===== src/rtl/lfe_pkg.sv =====
// Shared types and constants of the LED fade channel engine.
package lfe_pkg;

   localparam int NUM_CHANNELS_DEFAULT = 5;
   localparam int RESULT_CAP = 5;
   localparam int EMIT_CNT_W = 3;

   localparam logic [2:0] KIND_TICK  = 3'd0;
   localparam logic [2:0] KIND_SET   = 3'd1;
   localparam logic [2:0] KIND_RESET = 3'd2;
   localparam logic [2:0] KIND_STOP  = 3'd3;
   localparam logic [2:0] KIND_CLEAR = 3'd4;

   localparam logic [7:0] LIMIT_ENDLESS = 8'hFF;

   typedef struct packed {
      logic accept_tick;
      logic accept_cmd;
      logic load;
   } cmd_type;

   typedef struct packed {
      logic work_left;
      logic load_last;
   } status_type;

endpackage


===== src/rtl/led_fade_channel_engine.sv =====
// Top level of the LED fade channel engine.
//
//   channel  direction  handshake              payload
//   req      in         req_valid / req_ready  kind, channel, start_level, step, lower,
//                                              upper, loop_limit
//   rsp      out        rsp_valid / rsp_ready  out_channel, level, matched, last
//
// A tick updates all channels in the cycle it is accepted, then the output slot
// emits one item per cycle, unless the slot is stalled, from the lowest pending channel:
// up to five items, so a tick holds the input until its last item is loaded; a tick
// where nothing moved gives no item; a command gives one item; an unused kind gives none.
// Reset loads every channel to level 0, step 1, bounds, limit and count 0.
// A stalled output slot holds its item; the next input is taken while the last item
// of the previous one waits.
module led_fade_channel_engine #(
   parameter int NUM_CHANNELS = lfe_pkg::NUM_CHANNELS_DEFAULT
) (
   input  logic              clock,
   input  logic              reset,
   input  logic              req_valid,
   output logic              req_ready,
   input  logic [2:0]        req_kind,
   input  logic [2:0]        req_channel,
   input  logic [7:0]        req_start_level,
   input  logic signed [7:0] req_step,
   input  logic [7:0]        req_lower,
   input  logic [7:0]        req_upper,
   input  logic signed [7:0] req_loop_limit,
   output logic              rsp_valid,
   input  logic              rsp_ready,
   output logic [2:0]        rsp_out_channel,
   output logic [7:0]        rsp_level,
   output logic              rsp_matched,
   output logic              rsp_last
);

   lfe_pkg::cmd_type    cmd;
   lfe_pkg::status_type status;

   lfe_ctrl u_ctrl (
      .clock     (clock),
      .reset     (reset),
      .req_valid (req_valid),
      .req_ready (req_ready),
      .req_kind  (req_kind),
      .rsp_valid (rsp_valid),
      .rsp_ready (rsp_ready),
      .status    (status),
      .cmd       (cmd)
   );

   lfe_datapath #(
      .NUM_CHANNELS (NUM_CHANNELS)
   ) u_datapath (
      .clock           (clock),
      .reset           (reset),
      .cmd             (cmd),
      .status          (status),
      .req_kind        (req_kind),
      .req_channel     (req_channel),
      .req_start_level (req_start_level),
      .req_step        (req_step),
      .req_lower       (req_lower),
      .req_upper       (req_upper),
      .req_loop_limit  (req_loop_limit),
      .rsp_out_channel (rsp_out_channel),
      .rsp_level       (rsp_level),
      .rsp_matched     (rsp_matched),
      .rsp_last        (rsp_last)
   );

endmodule


===== src/rtl/lfe_ctrl.sv =====
// Controller of the LED fade channel engine: input handshake, sequencing, result valid.
module lfe_ctrl (
   input  logic                clock,
   input  logic                reset,
   input  logic                req_valid,
   output logic                req_ready,
   input  logic [2:0]          req_kind,
   output logic                rsp_valid,
   input  logic                rsp_ready,
   input  lfe_pkg::status_type status,
   output lfe_pkg::cmd_type    cmd
);

   localparam logic ST_IDLE = 1'b0;
   localparam logic ST_EMIT = 1'b1;

   logic state_ff, state_in;
   logic rsp_valid_ff, rsp_valid_in;
   logic accept;
   logic slot_free;

   assign req_ready = (state_ff == ST_IDLE);
   assign accept    = req_valid && req_ready;
   assign slot_free = !rsp_valid_ff || rsp_ready;
   assign rsp_valid = rsp_valid_ff;

   always_comb begin
      cmd.accept_tick = accept && (req_kind == lfe_pkg::KIND_TICK);
      cmd.accept_cmd  = accept && (req_kind inside {lfe_pkg::KIND_SET, lfe_pkg::KIND_RESET,
                                                    lfe_pkg::KIND_STOP, lfe_pkg::KIND_CLEAR});
      cmd.load        = (state_ff == ST_EMIT) && status.work_left && slot_free;
   end

   always_comb begin
      state_in = state_ff;
      unique case (state_ff)
         ST_IDLE: begin
            if (cmd.accept_tick || cmd.accept_cmd) state_in = ST_EMIT;
         end
         ST_EMIT: begin
            // leave once the final item of this input is in the output slot, or when none is left
            if (!status.work_left || (cmd.load && status.load_last)) state_in = ST_IDLE;
         end
         default: state_in = ST_IDLE;
      endcase
   end

   always_comb begin
      if (cmd.load) rsp_valid_in = 1'b1;
      else if (rsp_ready) rsp_valid_in = 1'b0;
      else rsp_valid_in = rsp_valid_ff;
   end

   always_ff @(posedge clock) begin
      if (reset) begin
         state_ff     <= ST_IDLE;
         rsp_valid_ff <= 1'b0;
      end else begin
         state_ff     <= state_in;
         rsp_valid_ff <= rsp_valid_in;
      end
   end

endmodule


===== src/rtl/lfe_datapath.sv =====
// Datapath of the LED fade channel engine: channel state, tick update, command apply, output slot.
module lfe_datapath #(
   parameter int NUM_CHANNELS = lfe_pkg::NUM_CHANNELS_DEFAULT
) (
   input  logic                clock,
   input  logic                reset,
   input  lfe_pkg::cmd_type    cmd,
   output lfe_pkg::status_type status,
   input  logic [2:0]          req_kind,
   input  logic [2:0]          req_channel,
   input  logic [7:0]          req_start_level,
   input  logic signed [7:0]   req_step,
   input  logic [7:0]          req_lower,
   input  logic [7:0]          req_upper,
   input  logic signed [7:0]   req_loop_limit,
   output logic [2:0]          rsp_out_channel,
   output logic [7:0]          rsp_level,
   output logic                rsp_matched,
   output logic                rsp_last
);

   logic [7:0] level_ff [NUM_CHANNELS];
   logic [7:0] step_ff  [NUM_CHANNELS];
   logic [7:0] low_ff   [NUM_CHANNELS];
   logic [7:0] high_ff  [NUM_CHANNELS];
   logic [7:0] limit_ff [NUM_CHANNELS];
   logic [7:0] count_ff [NUM_CHANNELS];
   logic [7:0] level_in [NUM_CHANNELS];
   logic [7:0] step_in  [NUM_CHANNELS];
   logic [7:0] low_in   [NUM_CHANNELS];
   logic [7:0] high_in  [NUM_CHANNELS];
   logic [7:0] limit_in [NUM_CHANNELS];
   logic [7:0] count_in [NUM_CHANNELS];

   logic [NUM_CHANNELS-1:0] tick_move;
   logic [NUM_CHANNELS-1:0] pend_ff, pend_in;
   logic [NUM_CHANNELS-1:0] pend_rest;
   logic                    cmd_pend_ff, cmd_pend_in;
   logic [2:0]              cmd_ch_ff;
   logic                    cmd_hit_ff;
   logic                    req_hit;
   logic [lfe_pkg::EMIT_CNT_W-1:0] emit_cnt_ff, emit_cnt_in;
   logic [2:0]              pick_idx;
   logic [7:0]              pick_level;
   logic [7:0]              cmd_level;
   logic                    tick_last;

   logic [2:0]  out_channel_ff, out_channel_in;
   logic [7:0]  out_level_ff, out_level_in;
   logic        out_matched_ff, out_matched_in;
   logic        out_last_ff, out_last_in;

   assign req_hit = int'(req_channel) < NUM_CHANNELS;

   // Tick update of every channel side by side, and command writes.
   always_comb begin
      logic signed [9:0] sum;
      logic signed [8:0] cnt_s;
      logic signed [8:0] lim_s;
      logic              active;
      logic [7:0]        new_cnt;
      for (int i = 0; i < NUM_CHANNELS; i++) begin
         level_in[i] = level_ff[i];
         step_in[i]  = step_ff[i];
         low_in[i]   = low_ff[i];
         high_in[i]  = high_ff[i];
         limit_in[i] = limit_ff[i];
         count_in[i] = count_ff[i];
         tick_move[i] = 1'b0;

         cnt_s  = $signed({1'b0, count_ff[i]});
         lim_s  = $signed({limit_ff[i][7], limit_ff[i]});
         active = (step_ff[i] != 8'd0)
                  && ((limit_ff[i] == lfe_pkg::LIMIT_ENDLESS) || (cnt_s < lim_s));
         sum    = $signed({2'b00, level_ff[i]})
                  + $signed({{2{step_ff[i][7]}}, step_ff[i]});
         tick_move[i] = active && (sum >= $signed({2'b00, low_ff[i]}))
                        && (sum <= $signed({2'b00, high_ff[i]}));
         new_cnt = tick_move[i] ? count_ff[i] + 8'd1 : count_ff[i];

         if (cmd.accept_tick) begin
            if (tick_move[i]) level_in[i] = sum[7:0];
            count_in[i] = new_cnt;
            // drop the step once the limit is used up
            if ((step_ff[i] != 8'd0) && (limit_ff[i] != lfe_pkg::LIMIT_ENDLESS)
                && ($signed({1'b0, new_cnt}) >= lim_s)) step_in[i] = 8'd0;
         end else if (cmd.accept_cmd && (req_channel == 3'(i))) begin
            case (req_kind)
               lfe_pkg::KIND_SET: begin
                  level_in[i] = req_start_level;
                  step_in[i]  = req_step;
                  low_in[i]   = req_lower;
                  high_in[i]  = req_upper;
                  limit_in[i] = req_loop_limit;
                  count_in[i] = 8'd0;
               end
               lfe_pkg::KIND_RESET: begin
                  level_in[i] = low_ff[i];
                  count_in[i] = 8'd0;
               end
               lfe_pkg::KIND_STOP: step_in[i] = 8'd0;
               lfe_pkg::KIND_CLEAR: begin
                  level_in[i] = 8'd0;
                  step_in[i]  = 8'd0;
                  low_in[i]   = 8'd0;
                  high_in[i]  = 8'd0;
                  limit_in[i] = 8'd0;
                  count_in[i] = 8'd0;
               end
               default: ;
            endcase
         end
      end
   end

   // Lowest pending channel and the levels the output slot needs.
   always_comb begin
      logic found;
      found      = 1'b0;
      pick_idx   = 3'd0;
      pick_level = 8'd0;
      cmd_level  = 8'd0;
      for (int i = 0; i < NUM_CHANNELS; i++) begin
         if (!found && pend_ff[i]) begin
            found      = 1'b1;
            pick_idx   = 3'(i);
            pick_level = level_ff[i];
         end
         if (cmd_ch_ff == 3'(i)) cmd_level = level_ff[i];
      end
   end

   always_comb begin
      pend_rest = pend_ff;
      for (int i = 0; i < NUM_CHANNELS; i++) begin
         if (pick_idx == 3'(i)) pend_rest[i] = 1'b0;
      end
   end

   assign tick_last = (emit_cnt_ff == lfe_pkg::EMIT_CNT_W'(lfe_pkg::RESULT_CAP - 1))
                      || (pend_rest == '0);

   always_comb begin
      pend_in        = pend_ff;
      cmd_pend_in    = cmd_pend_ff;
      emit_cnt_in    = emit_cnt_ff;
      out_channel_in = out_channel_ff;
      out_level_in   = out_level_ff;
      out_matched_in = out_matched_ff;
      out_last_in    = out_last_ff;
      if (cmd.accept_tick) begin
         pend_in     = tick_move;
         emit_cnt_in = '0;
      end else if (cmd.accept_cmd) begin
         cmd_pend_in = 1'b1;
      end else if (cmd.load) begin
         if (cmd_pend_ff) begin
            cmd_pend_in    = 1'b0;
            out_channel_in = cmd_ch_ff;
            out_level_in   = cmd_hit_ff ? cmd_level : 8'd0;
            out_matched_in = cmd_hit_ff;
            out_last_in    = 1'b1;
         end else begin
            // past the result cap the rest of the tick is dropped
            pend_in        = tick_last ? '0 : pend_rest;
            emit_cnt_in    = emit_cnt_ff + lfe_pkg::EMIT_CNT_W'(1);
            out_channel_in = pick_idx;
            out_level_in   = pick_level;
            out_matched_in = 1'b1;
            out_last_in    = tick_last;
         end
      end
   end

   always_comb begin
      status.work_left = cmd_pend_ff || (pend_ff != '0);
      status.load_last = cmd_pend_ff || tick_last;
   end

   always_ff @(posedge clock) begin
      if (reset) begin
         for (int i = 0; i < NUM_CHANNELS; i++) begin
            level_ff[i] <= 8'd0;
            step_ff[i]  <= 8'd1;
            low_ff[i]   <= 8'd0;
            high_ff[i]  <= 8'd0;
            limit_ff[i] <= 8'd0;
            count_ff[i] <= 8'd0;
         end
         pend_ff     <= '0;
         cmd_pend_ff <= 1'b0;
         emit_cnt_ff <= '0;
      end else begin
         for (int i = 0; i < NUM_CHANNELS; i++) begin
            level_ff[i] <= level_in[i];
            step_ff[i]  <= step_in[i];
            low_ff[i]   <= low_in[i];
            high_ff[i]  <= high_in[i];
            limit_ff[i] <= limit_in[i];
            count_ff[i] <= count_in[i];
         end
         pend_ff     <= pend_in;
         cmd_pend_ff <= cmd_pend_in;
         emit_cnt_ff <= emit_cnt_in;
      end
   end

   always_ff @(posedge clock) begin
      if (cmd.accept_cmd) begin
         cmd_ch_ff  <= req_channel;
         cmd_hit_ff <= req_hit;
      end
      out_channel_ff <= out_channel_in;
      out_level_ff   <= out_level_in;
      out_matched_ff <= out_matched_in;
      out_last_ff    <= out_last_in;
   end

   assign rsp_out_channel = out_channel_ff;
   assign rsp_level       = out_level_ff;
   assign rsp_matched     = out_matched_ff;
   assign rsp_last        = out_last_ff;

endmodule


===== config.mk =====
export PLATFORM = sky130hd
export DESIGN_NAME = led_fade_channel_engine
export DESIGN_NICKNAME = d
export VERILOG_FILES = /design/src/rtl/lfe_pkg.sv /design/src/rtl/led_fade_channel_engine.sv /design/src/rtl/lfe_ctrl.sv /design/src/rtl/lfe_datapath.sv
export SDC_FILE = /design/constraint.sdc
export NUM_CORES = 1
export LEC_CHECK = 0
export BUFFER_PORTS_ARGS = -buffer_cell sky130_fd_sc_hd__buf_2
export CAP_MARGIN = 20
export CORE_ASPECT_RATIO = 1.5
export CORE_MARGIN = 3
export CORE_UTILIZATION = 45
export CTS_CLUSTER_DIAMETER = 30
export DETAILED_ROUTE_END_ITERATION = 10
export PLACE_DENSITY = 0.61
export SLEW_MARGIN = 25
export SYNTH_ARGS = -nofsm -noshare
export SYNTH_HDL_FRONTEND = slang
export SYNTH_SLANG_ARGS = --single-unit
export TNS_END_PERCENT = 10

===== constraint.sdc =====
create_clock -name clock -period 7.7 [get_ports clock]
set_input_delay 0.385 -clock clock [delete_from_list [all_inputs] [get_ports clock]]
set_output_delay 0.385 -clock clock [all_outputs]
set_load 0.005 [all_outputs]

==> results of run 1 <==
kinds of logic (layout without fill, tap and decap cells):
logic type / Yosys count / after routing / share of synthesized area, %
flops: 268 / 268 / 30.3
mux: 82 / 82 / 5.14
xor+xnor: 68 / 68 / 3.25
fa+ha+maj: 217 / 217 / 15.0
simple gates: 855 / 855 / 21.1
buf+inv: 252 / 336 / 5.46
compound gates: 559 / 559 / 19.8
worst max-delay path, stage by stage (launching register included):
cell and delay (ps):
dfxtp_1 370, ha_1 240, fa_1 450, a211o_1 280
o211ai_1 120, nand2b_1 90, a21oi_1 170, xnor2_1 210
ha_1 320, o21a_1 190, o22a_1 180, a211oi_1 560
nand3_1 380, nor2_2 400, mux2_2 390, ha_1 280
nor2b_1 130, o21a_1 160, o21ai_0 180, a2111oi_0 140
a211oi_1 270, mux2_2 380, a21oi_2 500, mux2i_1 260
metal layers:
metal  wire, um  part of all wire, %
met1      24400                   39
met2      30400                   49
met3       2690                  4.3
met4       4610                  7.4
met5          0                    0
state kept, by name, summed over array words and instances (netlist names):
signal and count:
u_datapath.high_ff 40, u_datapath.rsp_matched 1, u_ctrl.state_ff 1, u_datapath.rsp_level 8, u_datapath.cmd_pend_ff 1, u_datapath.step_ff 40, u_ctrl.rsp_valid 1, u_datapath.emit_cnt_ff 3
u_datapath.limit_ff 40, u_datapath.low_ff 40, u_datapath.pend_ff 5, u_datapath.count_ff 40, u_datapath.cmd_ch_ff 3, u_datapath.rsp_last 1, u_datapath.level_ff 40, u_datapath.rsp_out_channel 3
u_datapath.cmd_hit_ff 1
path summary, 6_finish.rpt:
check / startpoint / endpoint / cells past startpoint
max reg2reg: u_datapath.level_ff[2][0] / u_datapath.step_ff[0][22] / 23
min: req_channel[2] / u_datapath.cmd_ch_ff[2] / 1
max: u_datapath.level_ff[2][0] / u_datapath.step_ff[0][22] / 23
min reg2reg: u_datapath.step_ff[0][26] / u_datapath.step_ff[0][26] / 2
synth_stat cells, drive strengths merged (22+ instances only):
cell,instances,area (um2)
buf,36,189
inv,148,556
nand4,39,244
dfxtp,251,5020
a21o,31,234
mux2i,59,591
a21oi,221,1130
ha,211,2640
o21ai,90,450
nand2,233,875
nand3,43,215
nor2,360,1350
nor3,41,205
a211oi,33,265
clkbuf,67,251
and3,22,138
xnor2,50,438
layout make-up:
class	instances	area, um2
sequential	268	5540
tap	500	626
clock buffer	63	1500
clock inverter	44	619
inverter	149	559
timing repair buffer	80	447
fill	3765	18700
multi-input combinational	1781	11800
power by group:
group / switching (mW) / internal (mW)
registers: 0.0143 / 1.41
clock network: 0.907 / 1.81
logic: 0.203 / 0.0884
through the flow:
step | cell area [um2] | hold slack [ps] | cells
4_1_cts | 21100 | 98.4 | 2885
3_5_place_dp | 19000 | 469 | 2778
5_1_grt | 21100 | 106 | 2885
6_report | 21100 | 106 | 2885
3_3_place_gp | 19000 | 469 | 2778
2_1_floorplan | 18300 | 450 | 2301
==> results.yml, run 1 <==
yosys:
  synth_fp_nets: 2567
  postSynthCellCount: 2301
  ys.flop_type: "dfxtp_1"
  synth_enable_flop_cells: 17
  yosys.cell_types.count: 86
  synth_seq_area_share_pct: 30.3
  synth-async-reset-ratio_pct: 0
  yosysWarnings: 0
  syn_area_mm2: 0.0183
  synth.avg_cell_area_um2: 7.95
  yosys_register_bits: 268
power_and_ir_drop:
  power.leakage_nw: 8.99
  powerDensity_mw_per_mm2: 210
  ir_worst_vdd_mv: 0.179
  fin_total_pwr_mw: 4.43
worst_setup_path:
  worst-r2r-setup-slack_ps: 960
  cp-end-kind: "flip-flop"
  path_max_fanout: 9
  crit_type: "reg -> reg"
  cp.arrival_ps: 7230
  worstPathRequired_ps: 8190
  cp-start-kind: "flip-flop"
run:
  cap_viol_max_count: 0
sta:
  finalWorstSetupSlack_ps: 956
  worstMarginPinSlew_ps: 1130
  skew_ps: 18.1
  period_share_pct: 87.6
  timing.final.setup_violations: 0
  final.min_clock_period_ps: 6740
  finalSetupTns_ps: 0
  slew_viol_final: 0
  timing.slew.headroom_pct: 23.9
  rsz0062_at_grt: "no"
  hold_viol: 0
  fmax_mhz: 148
cts:
  cts_buffer_depth: 3
  insertion_delay_ps: 590
  cts_setup_buffers: 0
  tritoncts: "done"
  ctsHtreeMaxLevel: 2
  numCtsBuffers: 57
  root_buffer: "clkbuf_16"
  hold_buffers: 0
  clock-sinks: 268
  cts_resized: 0
  clkTransAtPathRegs_ps: 50
drt:
  num_vias: 17000
  drc: 0
  routedWlPerCell_um: 21.5
  wirelength_um: 62000
  drtAntennaViolNets: 0
  drt_iter0_markers: 1181
  via_per_inst: 5.91
  drt_first_pass_iters: 5
layout:
  syn_to_final_growth_pct: 15.3
  num_antenna_cells: 0
  finish.net_count: 2603
  drive_above_1_share_pct: 10.2
  utilization_pct: 53.1
  final_common_cell: "nor2_1"
  final_cell_mix: "357 x nor2_1, 251 x dfxtp_1, 233 x nand2_1"
floorplanning:
  num_rows: 89
  die_h_um: 253
  die_area_mm2: 0.0432
  io_pins: 65
  core-area_mm2: 0.0398
  start_util_pct: 46.0
  die_w_um: 171
global_routing:
  grt.busiest_layer: "met2"
  grt_remaining_overflow: 0
  antenna_found_initial: 0
  grt_max_degree: 72
  use_met3_pct: 3.25
  grt_pass1_vias: 16600
  grt_use_met1_pct: 32.5
  grt_use_total_pct: 28.1
  grt_pass1_wl_um: 94500
  grtUsageMet2_pct: 49.3
worst_hold_path:
  hp-class: "in -> reg"
run_status:
  status: "finished, final reports clean"
place:
  gp_congestion: 0.974
  io_buffers: 64
  place.detailed.hpwl_um: 47500
  pre_cts_ws_ps: 1090
No activity file was read; power rests on OpenSTA's default activity.
==> inputs of run 2 (changes only) <==
BUFFER_PORTS_ARGS = -buffer_cell sky130_fd_sc_hd__clkbuf_2   (was -buffer_cell sky130_fd_sc_hd__buf_2)
CTS_BUF_LIST = sky130_fd_sc_hd__clkbuf_8   (was unset)
PLACE_DENSITY = 0.63   (was 0.61)
clock period = 5.7 ns   (was 7.7 ns; I/O delays follow)
==> run 2 against run 1 <==
Final cell count grew 1.6%; clock power shrank 6%; global-route usage grew 0.82 points; setup slack lost 770 ps; hold slack lost 36 ps; count of clock-buffer cells in the layout grew 11; routed wire length grew 2.0%; design area shrank 1.2%; register-to-register slack lost 770 ps; combinational power grew 45%; die area is the same; first-iteration DRC count grew 0.42%; critical path type unchanged; largest cell class unchanged.
==> results.yml, run 2 (same netlist as run 1, synthesis figures left out) <==
floorplanning:
  core-area_mm2: 0.0398
  num_rows: 89
  die_area_mm2: 0.0432
  die_h_um: 253
  die_w_um: 171
  io_pins: 65
  start_util_pct: 46.0
power_and_ir_drop:
  p_seq_share_pct: 39.3
  powerDensity_mw_per_mm2: 235
  swShare_pct: 27.2
  power_frac_clock_pct: 52.1
  power.leakage_nw: 8.93
  intPower_mw: 3.57
  combPwrFrac_pct: 8.6
  ir_worst_vdd_mv: 0.234
  p_sw_mw: 1.33
place:
  dp.cells: 2803
  io_buffers: 64
  place.detailed.hpwl_um: 47000
  gp_congestion: 0.972
  pre_cts_ws_ps: 33.1
layout:
  layout.cells.non_filler: 2930
  finish.net_count: 2645
  syn_to_final_growth_pct: 13.9
  final_cell_mix: "357 x nor2_1, 250 x dfxtp_1, 232 x nand2_1"
  final_common_cell: "nor2_1"
  utilization_pct: 52.4
  drive_above_1_share_pct: 12.6
worst_setup_path:
  r2r_cells: 23
  r2r_start: "u_datapath.step_ff[0][24]"
  path_max_fanout: 8
  worstPathRequired_ps: 6230
  cp-end-kind: "flip-flop"
  cp-start-kind: "flip-flop"
  worstReg2RegEnd: "u_datapath.step_ff[0][30]"
  cp.arrival_ps: 6040
  worst-r2r-setup-slack_ps: 180
  crit_type: "reg -> reg"
  startpoint: "u_datapath.step_ff[0][24]"
  cp-endpoint: "u_datapath.step_ff[0][30]"
drt:
  drtAntennaViolNets: 0
  drc: 0
  num_vias: 17300
  routedWlPerCell_um: 21.6
  drt_first_pass_iters: 7
  wirelength_um: 63300
  via_per_inst: 5.90
  drt_iter0_markers: 1186
global_routing:
  grt_use_total_pct: 28.9
  grt_max_degree: 74
  grt_pass1_wl_um: 95900
  grt_remaining_overflow: 0
  antenna_found_initial: 1
  grt_pass1_vias: 16700
cts:
  ctsHtreeMaxLevel: 3
  numCtsBuffers: 66
  clkTransAtPathRegs_ps: 60
  tritoncts: "done"
  cts_buffer_depth: 3
  insertion_delay_ps: 620
  root_buffer: "clkbuf_8"
  clock-sinks: 268
sta:
  slew_viol_final: 0
  timing.final.setup_violations: 0
  rsz0062_at_grt: "yes"
  final.min_clock_period_ps: 5520
  worstMarginPinSlew_ps: 1050
  period_share_pct: 96.8
  skew_ps: 35.7
  fmax_mhz: 181
  holdWs_ps: 69.8
  hold_viol: 0
  timing.slew.headroom_pct: 29.3
  finalWorstSetupSlack_ps: 185
run_status:
  status: "finished, final reports clean"
run:
  cap_viol_max_count: 0
worst_hold_path:
  hp-class: "in -> reg"
run 2: what timing repair did:
| action | in CTS | in global routing |
|---|---|---|
| hold buffers | 3 | 0 |
| gates resized for setup | 2 | 28 |
| endpoints found under the hold margin | 4 | 0 |
| setup endpoints to repair | 2 | 40 |
| pin swaps | 0 | 11 |
| buffers inserted | 0 | 5 |
run 2: critical path, cell delays in order, from the launching register on:
cell and delay, ps:
dfxtp_1 340, ha_1 240, fa_1 430, a21o_1 220
a22oi_2 210, nor2b_4 200, xnor2_2 150, ha_1 290
o21a_1 190, a221oi_1 310, o22ai_1 150, a211oi_2 160
buf_4 170, mux2_2 340, ha_1 280, nor2b_1 130
o21a_1 160, o21ai_0 150, a2111oi_0 120, a211oi_1 270
mux2_2 380, a21oi_2 190, buf_12 150, mux2i_1 190
run 2: final cells by class:
| type | count | area, um2 |
|---|---|---|
| inverter | 149 | 559 |
| antenna | 1 | 2.50 |
| fill | 3824 | 18900 |
| sequential | 268 | 5540 |
| multi-input combinational | 1781 | 11900 |
| timing repair buffer | 113 | 743 |
| tap | 500 | 626 |
| clock buffer | 74 | 1020 |
| clock inverter | 44 | 438 |
run 2: worst min path at each step:
stage / startpoint / end / slack [ps] / cells after the start
global route: req_channel[0] / u_datapath.cmd_ch_ff[0] / 60 / 1
CTS: req_channel[0] / u_datapath.cmd_ch_ff[0] / 20 / 1
detailed placement: u_datapath.high_ff[0][3] / u_datapath.high_ff[0][3] / 480 / 2
floorplan: req_channel[0] / u_datapath.cmd_ch_ff[0] / 380 / 0
global placement: u_datapath.high_ff[0][6] / u_datapath.high_ff[0][6] / 470 / 2
finish: req_channel[0] / u_datapath.cmd_ch_ff[0] / 70 / 1
run 2: metrics by stage:
step           total power, mW  TNS [ps]  cell area (um2)
5_1_grt                   5.07      -332            20800
3_3_place_gp              2.37         0            19200
2_1_floorplan             2.20         0            18300
6_report                  4.90         0            20800
3_5_place_dp              2.37         0            19200
4_1_cts                   4.94         0            20700
run 2: power by group through the flow:
stage	combinational [mW]	sequential (mW)	clock, mW
after floorplan	0.241	1.95	0
after global placement	0.403	1.96	0
after detailed placement	0.407	1.97	0
after CTS	0.411	1.93	2.60
after global routing	0.449	1.93	2.69
final	0.422	1.93	2.55
run 2: routing by layer:
metal  wire length [um]  share of wire, %  global-route usage (%)
met1              23700                37                    33.0
met3               3850               6.1                    4.03
met2              30500                48                    49.0
met4               5170               8.2                    21.2
met5                  0                 0                       0
